==> config.mk <==
export PLATFORM = sky130hd
export DESIGN_NAME = sdes_cbc_cipher_core
export DESIGN_NICKNAME = d
export VERILOG_FILES = /design/src/sv/sdes_pkg.sv /design/src/sv/sdes_key_sched.sv /design/src/sv/sdes_block.sv /design/src/sv/sdes_cbc_cipher_core.sv
export SDC_FILE = /design/constraint.sdc
export NUM_CORES = 1
export LEC_CHECK = 0
export CORE_MARGIN = 2
export CORE_UTILIZATION = 58
export CTS_CLUSTER_DIAMETER = 30
export DETAILED_ROUTE_END_ITERATION = 10
export DONT_BUFFER_PORTS = 1
export PLACE_DENSITY = 0.76
export SLEW_MARGIN = 25
export SYNTH_ARGS = -nofsm -noshare
export SYNTH_HDL_FRONTEND = slang
export SYNTH_HIERARCHICAL = 1
export SYNTH_SLANG_ARGS = --single-unit
==> constraint.sdc <==
create_clock -name clk -period 2.35 [get_ports clk]
set_input_delay 0.5875 -clock clk [delete_from_list [all_inputs] [get_ports clk]]
set_output_delay 0.5875 -clock clk [all_outputs]
set_load 0.05 [all_outputs]
==> src/sv/sdes_pkg.sv <==
// ----------------------------------------------------------------------------
// sdes_pkg
// Types, register indexes and S-DES permutation tables shared by the
// simplified DES CBC cipher core.
// ----------------------------------------------------------------------------
package sdes_pkg;

  // Field widths
  localparam int BYTE_W     = 8;
  localparam int KEY_W      = 10;
  localparam int ORDER_W    = 40;
  localparam int CFG_ADDR_W = 2;
  localparam int CFG_DATA_W = 40;

  // Reset value of the P10 order: 3 5 2 7 4 10 1 9 8 6
  localparam logic [ORDER_W-1:0] KEY_ORDER_RST = 40'h35274A1986;

  // Configuration register indexes
  typedef enum logic [CFG_ADDR_W-1:0] {
    REG_CIPHER_KEY   = 2'd0,
    REG_INIT_VECTOR  = 2'd1,
    REG_DECRYPT_MODE = 2'd2,
    REG_KEY_ORDER    = 2'd3
  } cfg_reg_t;

  // Input transaction payload
  typedef struct packed {
    logic [BYTE_W-1:0] data_byte;
    logic              end_of_message;
  } in_item_t;

  // Result transaction payload
  typedef struct packed {
    logic [BYTE_W-1:0] out_byte;
    logic              last_out;
  } out_item_t;

  // Round subkeys
  typedef struct packed {
    logic [BYTE_W-1:0] k1;
    logic [BYTE_W-1:0] k2;
  } subkeys_t;

  // Permutation tables, entries count bits from the MSB starting at 1
  localparam logic [3:0] IP_TAB  [8] = '{4'd2, 4'd6, 4'd3, 4'd1, 4'd4, 4'd8, 4'd5, 4'd7};
  localparam logic [3:0] IPI_TAB [8] = '{4'd4, 4'd1, 4'd3, 4'd5, 4'd7, 4'd2, 4'd8, 4'd6};
  localparam logic [3:0] EP_TAB  [8] = '{4'd4, 4'd1, 4'd2, 4'd3, 4'd2, 4'd3, 4'd4, 4'd1};
  localparam logic [3:0] P8_TAB  [8] = '{4'd6, 4'd3, 4'd7, 4'd4, 4'd8, 4'd5, 4'd10, 4'd9};
  localparam logic [3:0] P4_TAB  [4] = '{4'd2, 4'd4, 4'd3, 4'd1};

  // S-boxes, indexed [row][col]
  localparam logic [1:0] SBOX_A [4][4] = '{
    '{2'd1, 2'd0, 2'd3, 2'd2},
    '{2'd3, 2'd2, 2'd1, 2'd0},
    '{2'd0, 2'd2, 2'd1, 2'd3},
    '{2'd3, 2'd1, 2'd3, 2'd2}
  };
  localparam logic [1:0] SBOX_B [4][4] = '{
    '{2'd0, 2'd1, 2'd2, 2'd3},
    '{2'd2, 2'd0, 2'd1, 2'd3},
    '{2'd3, 2'd0, 2'd1, 2'd0},
    '{2'd2, 2'd1, 2'd0, 2'd3}
  };

  // P8 on a 10-bit word
  function automatic logic [7:0] perm_p8(logic [9:0] d);
    logic [7:0] res;
    res = '0;
    for (int i = 0; i < 8; i++) begin
      res[3'(7 - i)] = d[4'(10 - int'(P8_TAB[i]))];
    end
    return res;
  endfunction

endpackage

==> src/sv/sdes_key_sched.sv <==
// ----------------------------------------------------------------------------
// sdes_key_sched
// Derives subkeys K1 and K2 from the key through the programmable P10
// order, the half rotations and P8.
// ----------------------------------------------------------------------------
module sdes_key_sched (
  input  logic [sdes_pkg::KEY_W-1:0]   cipher_key,
  input  logic [sdes_pkg::ORDER_W-1:0] key_order,
  output sdes_pkg::subkeys_t           subkeys
);

  logic [9:0] kp;
  logic [9:0] kp_rot1;
  logic [9:0] kp_rot3;

  // Rotate each five-bit half left by n
  function automatic logic [9:0] rot_halves(logic [9:0] k, int n);
    logic [4:0] hi;
    logic [4:0] lo;
    hi = k[9:5];
    lo = k[4:0];
    for (int i = 0; i < n; i++) begin
      hi = {hi[3:0], hi[4]};
      lo = {lo[3:0], lo[4]};
    end
    return {hi, lo};
  endfunction

  // Programmable P10: entry 1..10 picks key bit from the MSB, others give zero
  always_comb begin
    logic [3:0] e;
    kp = '0;
    for (int i = 0; i < 10; i++) begin
      e = key_order[(39 - 4 * i) -: 4];
      for (int j = 1; j <= 10; j++) begin
        if (e == 4'(j)) begin
          kp[4'(9 - i)] = cipher_key[4'(10 - j)];
        end
      end
    end
  end

  // Shifted keys and P8
  assign kp_rot1    = rot_halves(kp, 1);
  assign kp_rot3    = rot_halves(kp, 3);
  assign subkeys.k1 = sdes_pkg::perm_p8(kp_rot1);
  assign subkeys.k2 = sdes_pkg::perm_p8(kp_rot3);

endmodule

==> src/sv/sdes_block.sv <==
// ----------------------------------------------------------------------------
// sdes_block
// One S-DES block operation plus the CBC chaining xor, for encrypt or
// decrypt, and the next chain value.
// ----------------------------------------------------------------------------
module sdes_block (
  input  logic [sdes_pkg::BYTE_W-1:0] data_byte,
  input  logic                        end_of_message,
  input  logic [sdes_pkg::BYTE_W-1:0] chain_value,
  input  logic [sdes_pkg::BYTE_W-1:0] init_vector,
  input  logic                        decrypt_mode,
  input  sdes_pkg::subkeys_t          subkeys,
  output logic [sdes_pkg::BYTE_W-1:0] result_byte,
  output logic [sdes_pkg::BYTE_W-1:0] chain_nxt
);

  logic [7:0] blk_in;
  logic [7:0] key_a;
  logic [7:0] key_b;
  logic [7:0] x_ip;
  logic [7:0] x_r1;
  logic [7:0] x_sw;
  logic [7:0] x_r2;
  logic [7:0] blk_out;

  // Initial permutation
  function automatic logic [7:0] perm_ip(logic [7:0] d);
    logic [7:0] res;
    res = '0;
    for (int i = 0; i < 8; i++) begin
      res[3'(7 - i)] = d[3'(8 - int'(sdes_pkg::IP_TAB[i]))];
    end
    return res;
  endfunction

  // Inverse initial permutation
  function automatic logic [7:0] perm_ipi(logic [7:0] d);
    logic [7:0] res;
    res = '0;
    for (int i = 0; i < 8; i++) begin
      res[3'(7 - i)] = d[3'(8 - int'(sdes_pkg::IPI_TAB[i]))];
    end
    return res;
  endfunction

  // One Feistel round: L ^= P4(S(EP(R) ^ k))
  function automatic logic [7:0] round_fn(logic [7:0] x, logic [7:0] k);
    logic [7:0] t;
    logic [3:0] s;
    logic [3:0] p;
    t = '0;
    p = '0;
    for (int i = 0; i < 8; i++) begin
      t[3'(7 - i)] = x[3'(4 - int'(sdes_pkg::EP_TAB[i]))];
    end
    t = t ^ k;
    s = {sdes_pkg::SBOX_A[{t[7], t[4]}][{t[6], t[5]}],
         sdes_pkg::SBOX_B[{t[3], t[0]}][{t[2], t[1]}]};
    for (int i = 0; i < 4; i++) begin
      p[2'(3 - i)] = s[2'(4 - int'(sdes_pkg::P4_TAB[i]))];
    end
    return {x[7:4] ^ p, x[3:0]};
  endfunction

  // Mode select: encrypt chains before the cipher, decrypt after it
  assign blk_in = decrypt_mode ? data_byte : (data_byte ^ chain_value);
  assign key_a  = decrypt_mode ? subkeys.k2 : subkeys.k1;
  assign key_b  = decrypt_mode ? subkeys.k1 : subkeys.k2;

  // Two rounds with a half swap between them
  assign x_ip    = perm_ip(blk_in);
  assign x_r1    = round_fn(x_ip, key_a);
  assign x_sw    = {x_r1[3:0], x_r1[7:4]};
  assign x_r2    = round_fn(x_sw, key_b);
  assign blk_out = perm_ipi(x_r2);

  assign result_byte = decrypt_mode ? (blk_out ^ chain_value) : blk_out;

  // Chain update, restarting at the IV after the last byte
  always_comb begin
    if (end_of_message) begin
      chain_nxt = init_vector;
    end else if (decrypt_mode) begin
      chain_nxt = data_byte;
    end else begin
      chain_nxt = result_byte;
    end
  end

endmodule

==> src/sv/sdes_cbc_cipher_core.sv <==
// ----------------------------------------------------------------------------
// sdes_cbc_cipher_core
// Simplified DES (10-bit key, 8-bit block) in CBC mode, one byte per
// transaction, with a programmable P10 key order.
// ----------------------------------------------------------------------------
// The input register holds each accepted byte until the result register
//   is free; the cipher logic then loads it there and out_valid rises.
// Throughput: one byte per cycle while out_ready stays high; the CBC chain
//   register closes its loop through the single cipher stage.
// Reset (synchronous, rst_n low): pipeline empty, key 0, IV 0, encrypt mode,
//   standard P10 order, chain value 0.
module sdes_cbc_cipher_core (
  input  logic                             clk,
  input  logic                             rst_n,
  // Configuration write port
  input  logic                             cfg_we,
  input  logic [sdes_pkg::CFG_ADDR_W-1:0]  cfg_addr,
  input  logic [sdes_pkg::CFG_DATA_W-1:0]  cfg_wdata,
  // Input channel
  input  logic                             in_valid,
  output logic                             in_ready,
  input  sdes_pkg::in_item_t               in_data,
  // Result channel
  output logic                             out_valid,
  input  logic                             out_ready,
  output sdes_pkg::out_item_t              out_data
);

  // Configuration registers and chain
  logic [sdes_pkg::KEY_W-1:0]   cipher_key_r;
  logic [sdes_pkg::BYTE_W-1:0]  init_vector_r;
  logic                         decrypt_mode_r;
  logic [sdes_pkg::ORDER_W-1:0] key_order_r;
  logic [sdes_pkg::BYTE_W-1:0]  chain_r;
  logic [sdes_pkg::BYTE_W-1:0]  chain_nxt;

  // Pipeline registers
  logic                         in_valid_r;
  sdes_pkg::in_item_t           in_item_r;
  logic                         out_valid_r;
  sdes_pkg::out_item_t          out_item_r;

  sdes_pkg::subkeys_t           subkeys;
  logic [sdes_pkg::BYTE_W-1:0]  result_byte;
  logic                         advance;
  logic                         in_take;

  // Handshake: the held item moves on when the result register is free
  assign advance   = in_valid_r && (!out_valid_r || out_ready);
  assign in_ready  = !in_valid_r || advance;
  assign in_take   = in_valid && in_ready;
  assign out_valid = out_valid_r;
  assign out_data  = out_item_r;

  // Configuration writes
  always_ff @(posedge clk) begin
    if (!rst_n) begin
      cipher_key_r   <= '0;
      init_vector_r  <= '0;
      decrypt_mode_r <= 1'b0;
      key_order_r    <= sdes_pkg::KEY_ORDER_RST;
    end else if (cfg_we) begin
      unique case (sdes_pkg::cfg_reg_t'(cfg_addr))
        sdes_pkg::REG_CIPHER_KEY:   cipher_key_r   <= cfg_wdata[sdes_pkg::KEY_W-1:0];
        sdes_pkg::REG_INIT_VECTOR:  init_vector_r  <= cfg_wdata[sdes_pkg::BYTE_W-1:0];
        sdes_pkg::REG_DECRYPT_MODE: decrypt_mode_r <= cfg_wdata[0];
        sdes_pkg::REG_KEY_ORDER:    key_order_r    <= cfg_wdata[sdes_pkg::ORDER_W-1:0];
        default: ;
      endcase
    end
  end

  // Chain value: IV write restarts the chain, otherwise follows each byte
  always_ff @(posedge clk) begin
    if (!rst_n) begin
      chain_r <= '0;
    end else if (cfg_we && (sdes_pkg::cfg_reg_t'(cfg_addr) == sdes_pkg::REG_INIT_VECTOR)) begin
      chain_r <= cfg_wdata[sdes_pkg::BYTE_W-1:0];
    end else if (advance) begin
      chain_r <= chain_nxt;
    end
  end

  // Input register
  always_ff @(posedge clk) begin
    if (!rst_n) begin
      in_valid_r <= 1'b0;
    end else if (in_ready) begin
      in_valid_r <= in_valid;
    end
  end

  always_ff @(posedge clk) begin
    if (in_take) begin
      in_item_r <= in_data;
    end
  end

  // Subkey derivation
  sdes_key_sched u_key_sched (
    .cipher_key (cipher_key_r),
    .key_order  (key_order_r),
    .subkeys    (subkeys)
  );

  // Cipher and chaining
  sdes_block u_block (
    .data_byte      (in_item_r.data_byte),
    .end_of_message (in_item_r.end_of_message),
    .chain_value    (chain_r),
    .init_vector    (init_vector_r),
    .decrypt_mode   (decrypt_mode_r),
    .subkeys        (subkeys),
    .result_byte    (result_byte),
    .chain_nxt      (chain_nxt)
  );

  // Result register
  always_ff @(posedge clk) begin
    if (!rst_n) begin
      out_valid_r <= 1'b0;
    end else if (advance) begin
      out_valid_r <= 1'b1;
    end else if (out_ready) begin
      out_valid_r <= 1'b0;
    end
  end

  always_ff @(posedge clk) begin
    if (advance) begin
      out_item_r.out_byte <= result_byte;
      out_item_r.last_out <= in_item_r.end_of_message;
    end
  end

endmodule

# ---- Yosys cells after proc, flatten, opt, wreduce, memory -nomap -nowiden
# Cells that the tools add are included.
# W data, S select, Z words.
dict set report totals {
  ff_bits 77
  output_inout_bits 11
  wordCells 170
  input_bits 56
}
dict set report classes {
  bitwise 5
  n_eq_ne 63
  magnitude_cmp 2
  reduce_logical 14
  n_mux 75
}
# op count
set op_table {}
lappend op_table {{$eq A4 B3 Y1 const B} 24}
lappend op_table {{$eq A4 B4 Y1 const B} 18}
lappend op_table {{$mux W1} 62}
lappend op_table {{$mux W8} 7}
lappend op_table {{$eq A4 B2 Y1 const B} 12}
lappend op_table {{$eq A4 B1 Y1 const B} 6}
lappend op_table {{$bmux W8 S2} 1}
lappend op_table {{$mux W4} 2}
lappend op_table {{$reduce_and A2 Y1} 4}
lappend op_table {{$xor A4 B4 Y4} 2}
lappend op_table {{$xor A4 B8 Y8} 1}
lappend op_table {{$ge A3 B3 Y1 const B} 2}
lappend op_table {{$not A2 Y3} 2}
lappend op_table {{$bmux W2 S2} 1}
lappend op_table {{$eq A2 B2 Y1 const B} 2}
lappend op_table {{$mux W2} 2}
lappend op_table {{$reduce_bool A2 Y1} 2}
lappend op_table {{$logic_and A1 B1 Y1} 3}
lappend op_table {{$eq A2 B1 Y1 const B} 1}
lappend op_table {{$logic_not A1 Y1} 2}
lappend op_table {{$logic_not A2 Y1} 1}
lappend op_table {{$logic_or A1 B1 Y1} 2}

# ---- Logic depth before layout (Yosys ltp)
dict set report logic_depth {
  word_depth 26
  depth_mapped 11
  mapped_depth_nobuf 10
}

# ---- By module
# Netlist, hierarchy kept.
# module area_per_inst_um2 cells_each instances seq_area_each_um2
set by_module_without_submodules {}
lappend by_module_without_submodules {sdes_cbc_cipher_core 3161.8 323 1 1921.8}
lappend by_module_without_submodules {sdes_key_sched 551.8 62 1 0.0}
lappend by_module_without_submodules {sdes_block 375.4 50 1 0.0}

# ---- Least setup slack after synthesis
# No wires, ideal clock.
dict set report synth_path {
  path_kind {register -> register}
  startpoint {register key_order_r[16] (netlist name)}
  endpoint {register out_item_r, in the netlist out_data[4] (data pin)}
  path_stages_with_launch 10
  t_arrival_ns 2.074
  setup_time_ns 0.265
  required_time_ns 2.085
  slack_ns 0.010
  n_path_buf 1
  synth_period_minus_slack_ns 2.340
  cell_sequence {dfxtp_1 -> mux4_1 -> nand3_1 -> o21ai_0 -> buf_4 -> xnor2_1 -> o21ai_0 -> xnor2_1 -> nor4b_2 -> a211oi_2}
}
# element line
set synth_lines {}
lappend synth_lines {{start: declaration} sdes_cbc_cipher_core.sv:33} ;# logic [sdes_pkg::ORDER_W-1:0] key_order_r;
lappend synth_lines {{start signal: assignment} sdes_cbc_cipher_core.sv:61} ;# key_order_r <= sdes_pkg::KEY_ORDER_RST;
lappend synth_lines {{start signal: assignment} sdes_cbc_cipher_core.sv:67} ;# sdes_pkg::REG_KEY_ORDER: key_order_r <= cfg_wdata[sdes_pkg::ORDER_W-1:0];
lappend synth_lines {{end: declaration} sdes_cbc_cipher_core.sv:41} ;# sdes_pkg::out_item_t out_item_r;

==> key figures <==
Synth
  – Post-synthesis instance total: 298
  – Per-instance average area after synthesis: 9.640 sq um
  – Cell area after synthesis: 2873 sq um
  – Syn. warnings: 6

Run status
  – Outcome: finished, final reports clean

Power
  – Overall power: 2.312 mW
  – Power per unit of standard cell area: 718.1 nW/um^2
  – Leakage component of the power: 1.157 nW
  – VDD IR-drop max: 0.3881 mV

Routing
  – Total iterations of the first detailed-routing run: 4
  – Wire length reported by the detailed router: 5.844 mm
  – Antenna viol nets, final: 0
  – Final routed DRC violation total: 0
  – Violation count after the first detailed-routing iteration: 161
  – Number of vias per cell: 5.755
  – Average routed wire per standard cell: about 16 um
  – Count of vias placed by the detailed router: 2,118

Layout
  – Most common cell after layout, fill and taps aside: sky130_fd_sc_hd__nand2_1
  – Layout cells sized above 1: 17.61%
  – Utilization of the core after routing: 67.71%
  – Area overhead of the layout relative to synthesis: 12.06%
  – Post-layout nets: 352
  – Number of antenna repair diodes: 0
  – Leading cell types in the layout, fill and taps excluded: sky130_fd_sc_hd__nand2_1, sky130_fd_sc_hd__dfxtp_1, sky130_fd_sc_hd__o21ai_0, sky130_fd_sc_hd__a21boi_1, sky130_fd_sc_hd__edfxtp_1
  – Number of standard cells in the final layout excluding fillers: roughly 370

CTS
  – Number of hold buffers added after CTS: 0
  – TritonCTS clock tree: yes
  – CTS max path bufs: 2
  – Clock tree root buffer cell: sky130_fd_sc_hd__clkbuf_8
  – Clk Latency, worst-skew pair: roughly 340 ps
  – Clock-pin slew on the worst setup and hold paths: 70 ps
  – Total CTS buffers: 9
  – Total number of clock tree sinks: 58
  – # H-tree levels: 3

Placed design
  – Number of buffer cells added on primary ports: 0
  – Worst setup slack after placement: -190.1 ps
  – Routability-driven placement congestion ratio: around 0.83
  – Number of placed cells counting well taps: 351
  – Hpwl dp: 4.091 mm

Die
  – Ports: between 60 and 70
  – Std-Cell Core Area: 4755 sq um
  – Initial cell density of the core: 60.42%
  – Placement row count: 25
  – Width of the chip: 74.38 um
  – Die Span Y: 74.38 um
  – Overall die area: around 5500 sq um

Global route
  – Maximum number of pins on one net before global-route repair: 42
  – Global routing usage summed across all routing layers: 23.33%
  – Via count of the first global-routing pass: a little over 2k
  – Global-route wire length before repair: 9.487 mm
  – Gr ovfl total: 0
  – Number of antenna violations at the first check in global routing: 0

Setup path
  – Crit start category: flip-flop
  – CP peak stage delay: 530 ps
  – Buf+Inv Stages, Crit Path: 0
  – Kind of end point of the critical path: flip-flop
  – Cell family with the largest share of critical-path delay: simple AND/OR/NAND/NOR gates
  – Data arrival time at the worst-slack endpoint: 2390 ps
  – Crit path required time: 2440 ps
  – Path type of the worst setup path: flip-flop to flip-flop
  – Worst-path cell chain: nor3b_1, or4_4, o2bb2ai_4, xor2_2, mux2i_4, xor2_4, nor4b_4, a211oi_2
  – Max FO, Critical Path: 4
  – Slowest CP cell: sky130_fd_sc_hd__or4_4

Hold path
  – Worst hold path class: input pin to flip-flop

Timing
  – Final Max Slew Viols: 0
  – Highest achievable clock rate: 434.0 MHz
  – Worst hold slack after final layout: 323.5 ps
  – Tightest Pin Transition: ~630 ps
  – Worst slew margin relative to its limit: between 50% and 60%
  – Final count of negative-setup-slack endpoints: 0
  – Final clock skew: 8.390 ps
  – Worst Slack Setup Final: 46.08 ps
  – Final Hold Viols: 0
  – Final period demand of the worst path: 2304 ps
  – Share of the cycle needed by the critical path after routing: 98.04%

Job
  – Max-cap violations: 0
## sequential cells by signal (all words and copies together) (netlist names)
register / flops
chain_r: 7
cipher_key_r: 8
decrypt_mode_r: 1
in_item_r: 8
in_valid_r: 1
init_vector_r: 7
key_order_r: 16
out_data: 9
out_valid: 1
## report_power, final
group / internal (mW) / total, mW / switching [mW]
clock: 0.589 / 0.972 / 0.383
combinational: 0.0971 / 0.201 / 0.104
sequential: 1.08 / 1.14 / 0.0625
total: 1.76 / 2.31 / 0.550
## worst paths after layout
| check | cells past startpoint | startpoint | to | slack (ps) |
|---|---|---|---|---|
| worst max-delay path | 8 | key_order_r[5]$_SDFFE_PN0P_ | out_data[4]$_DFFE_PP_ | 50 |
| worst min-delay path | 1 | rst_n | key_order_r[17]$_SDFFE_PN1P_ | 320 |
| worst max register to register | 8 | key_order_r[5]$_SDFFE_PN0P_ | out_data[4]$_DFFE_PP_ | 50 |
| worst min register to register | 2 | init_vector_r[1]$_SDFFE_PN0P_ | init_vector_r[1]$_SDFFE_PN0P_ | 460 |
## layer usage
metal	track usage [%]	part of all wire [%]	vias to the layer above
met2	36.38	46	73
met1	29.76	44	1001
li1	-	-	1031
met5	0	0	-
met4	11.11	2.2	0
met3	7.046	7.2	13
## what timing repair did
item                       4_1_cts  5_1_grt
gates resized for setup         12       10
setup buffers                    1        0
setup endpoints to repair        2        2
pin swaps                        6        5
## layout make-up
class	count	area (sq um)
Timing Repair Buffer	16	120.1
Fill cell	351	1535
Tap cell	67	83.83
Multi-Input combinational cell	207	1449
Inverter	4	15.01
Sequential cell	58	1343
Clock inverter	6	81.33
Clock buffer	10	127.6
## metrics by stage
step / cell area, sq um / setup TNS, ps
final: 3219 / 0
after detailed placement: 2908 / -261.4
after floorplan: 2877 / 0
after global routing: 3219 / -7.529
after CTS: 3183 / -1.775
after global placement: 2908 / -57.89
No activity file was read; power rests on OpenSTA's default activity.
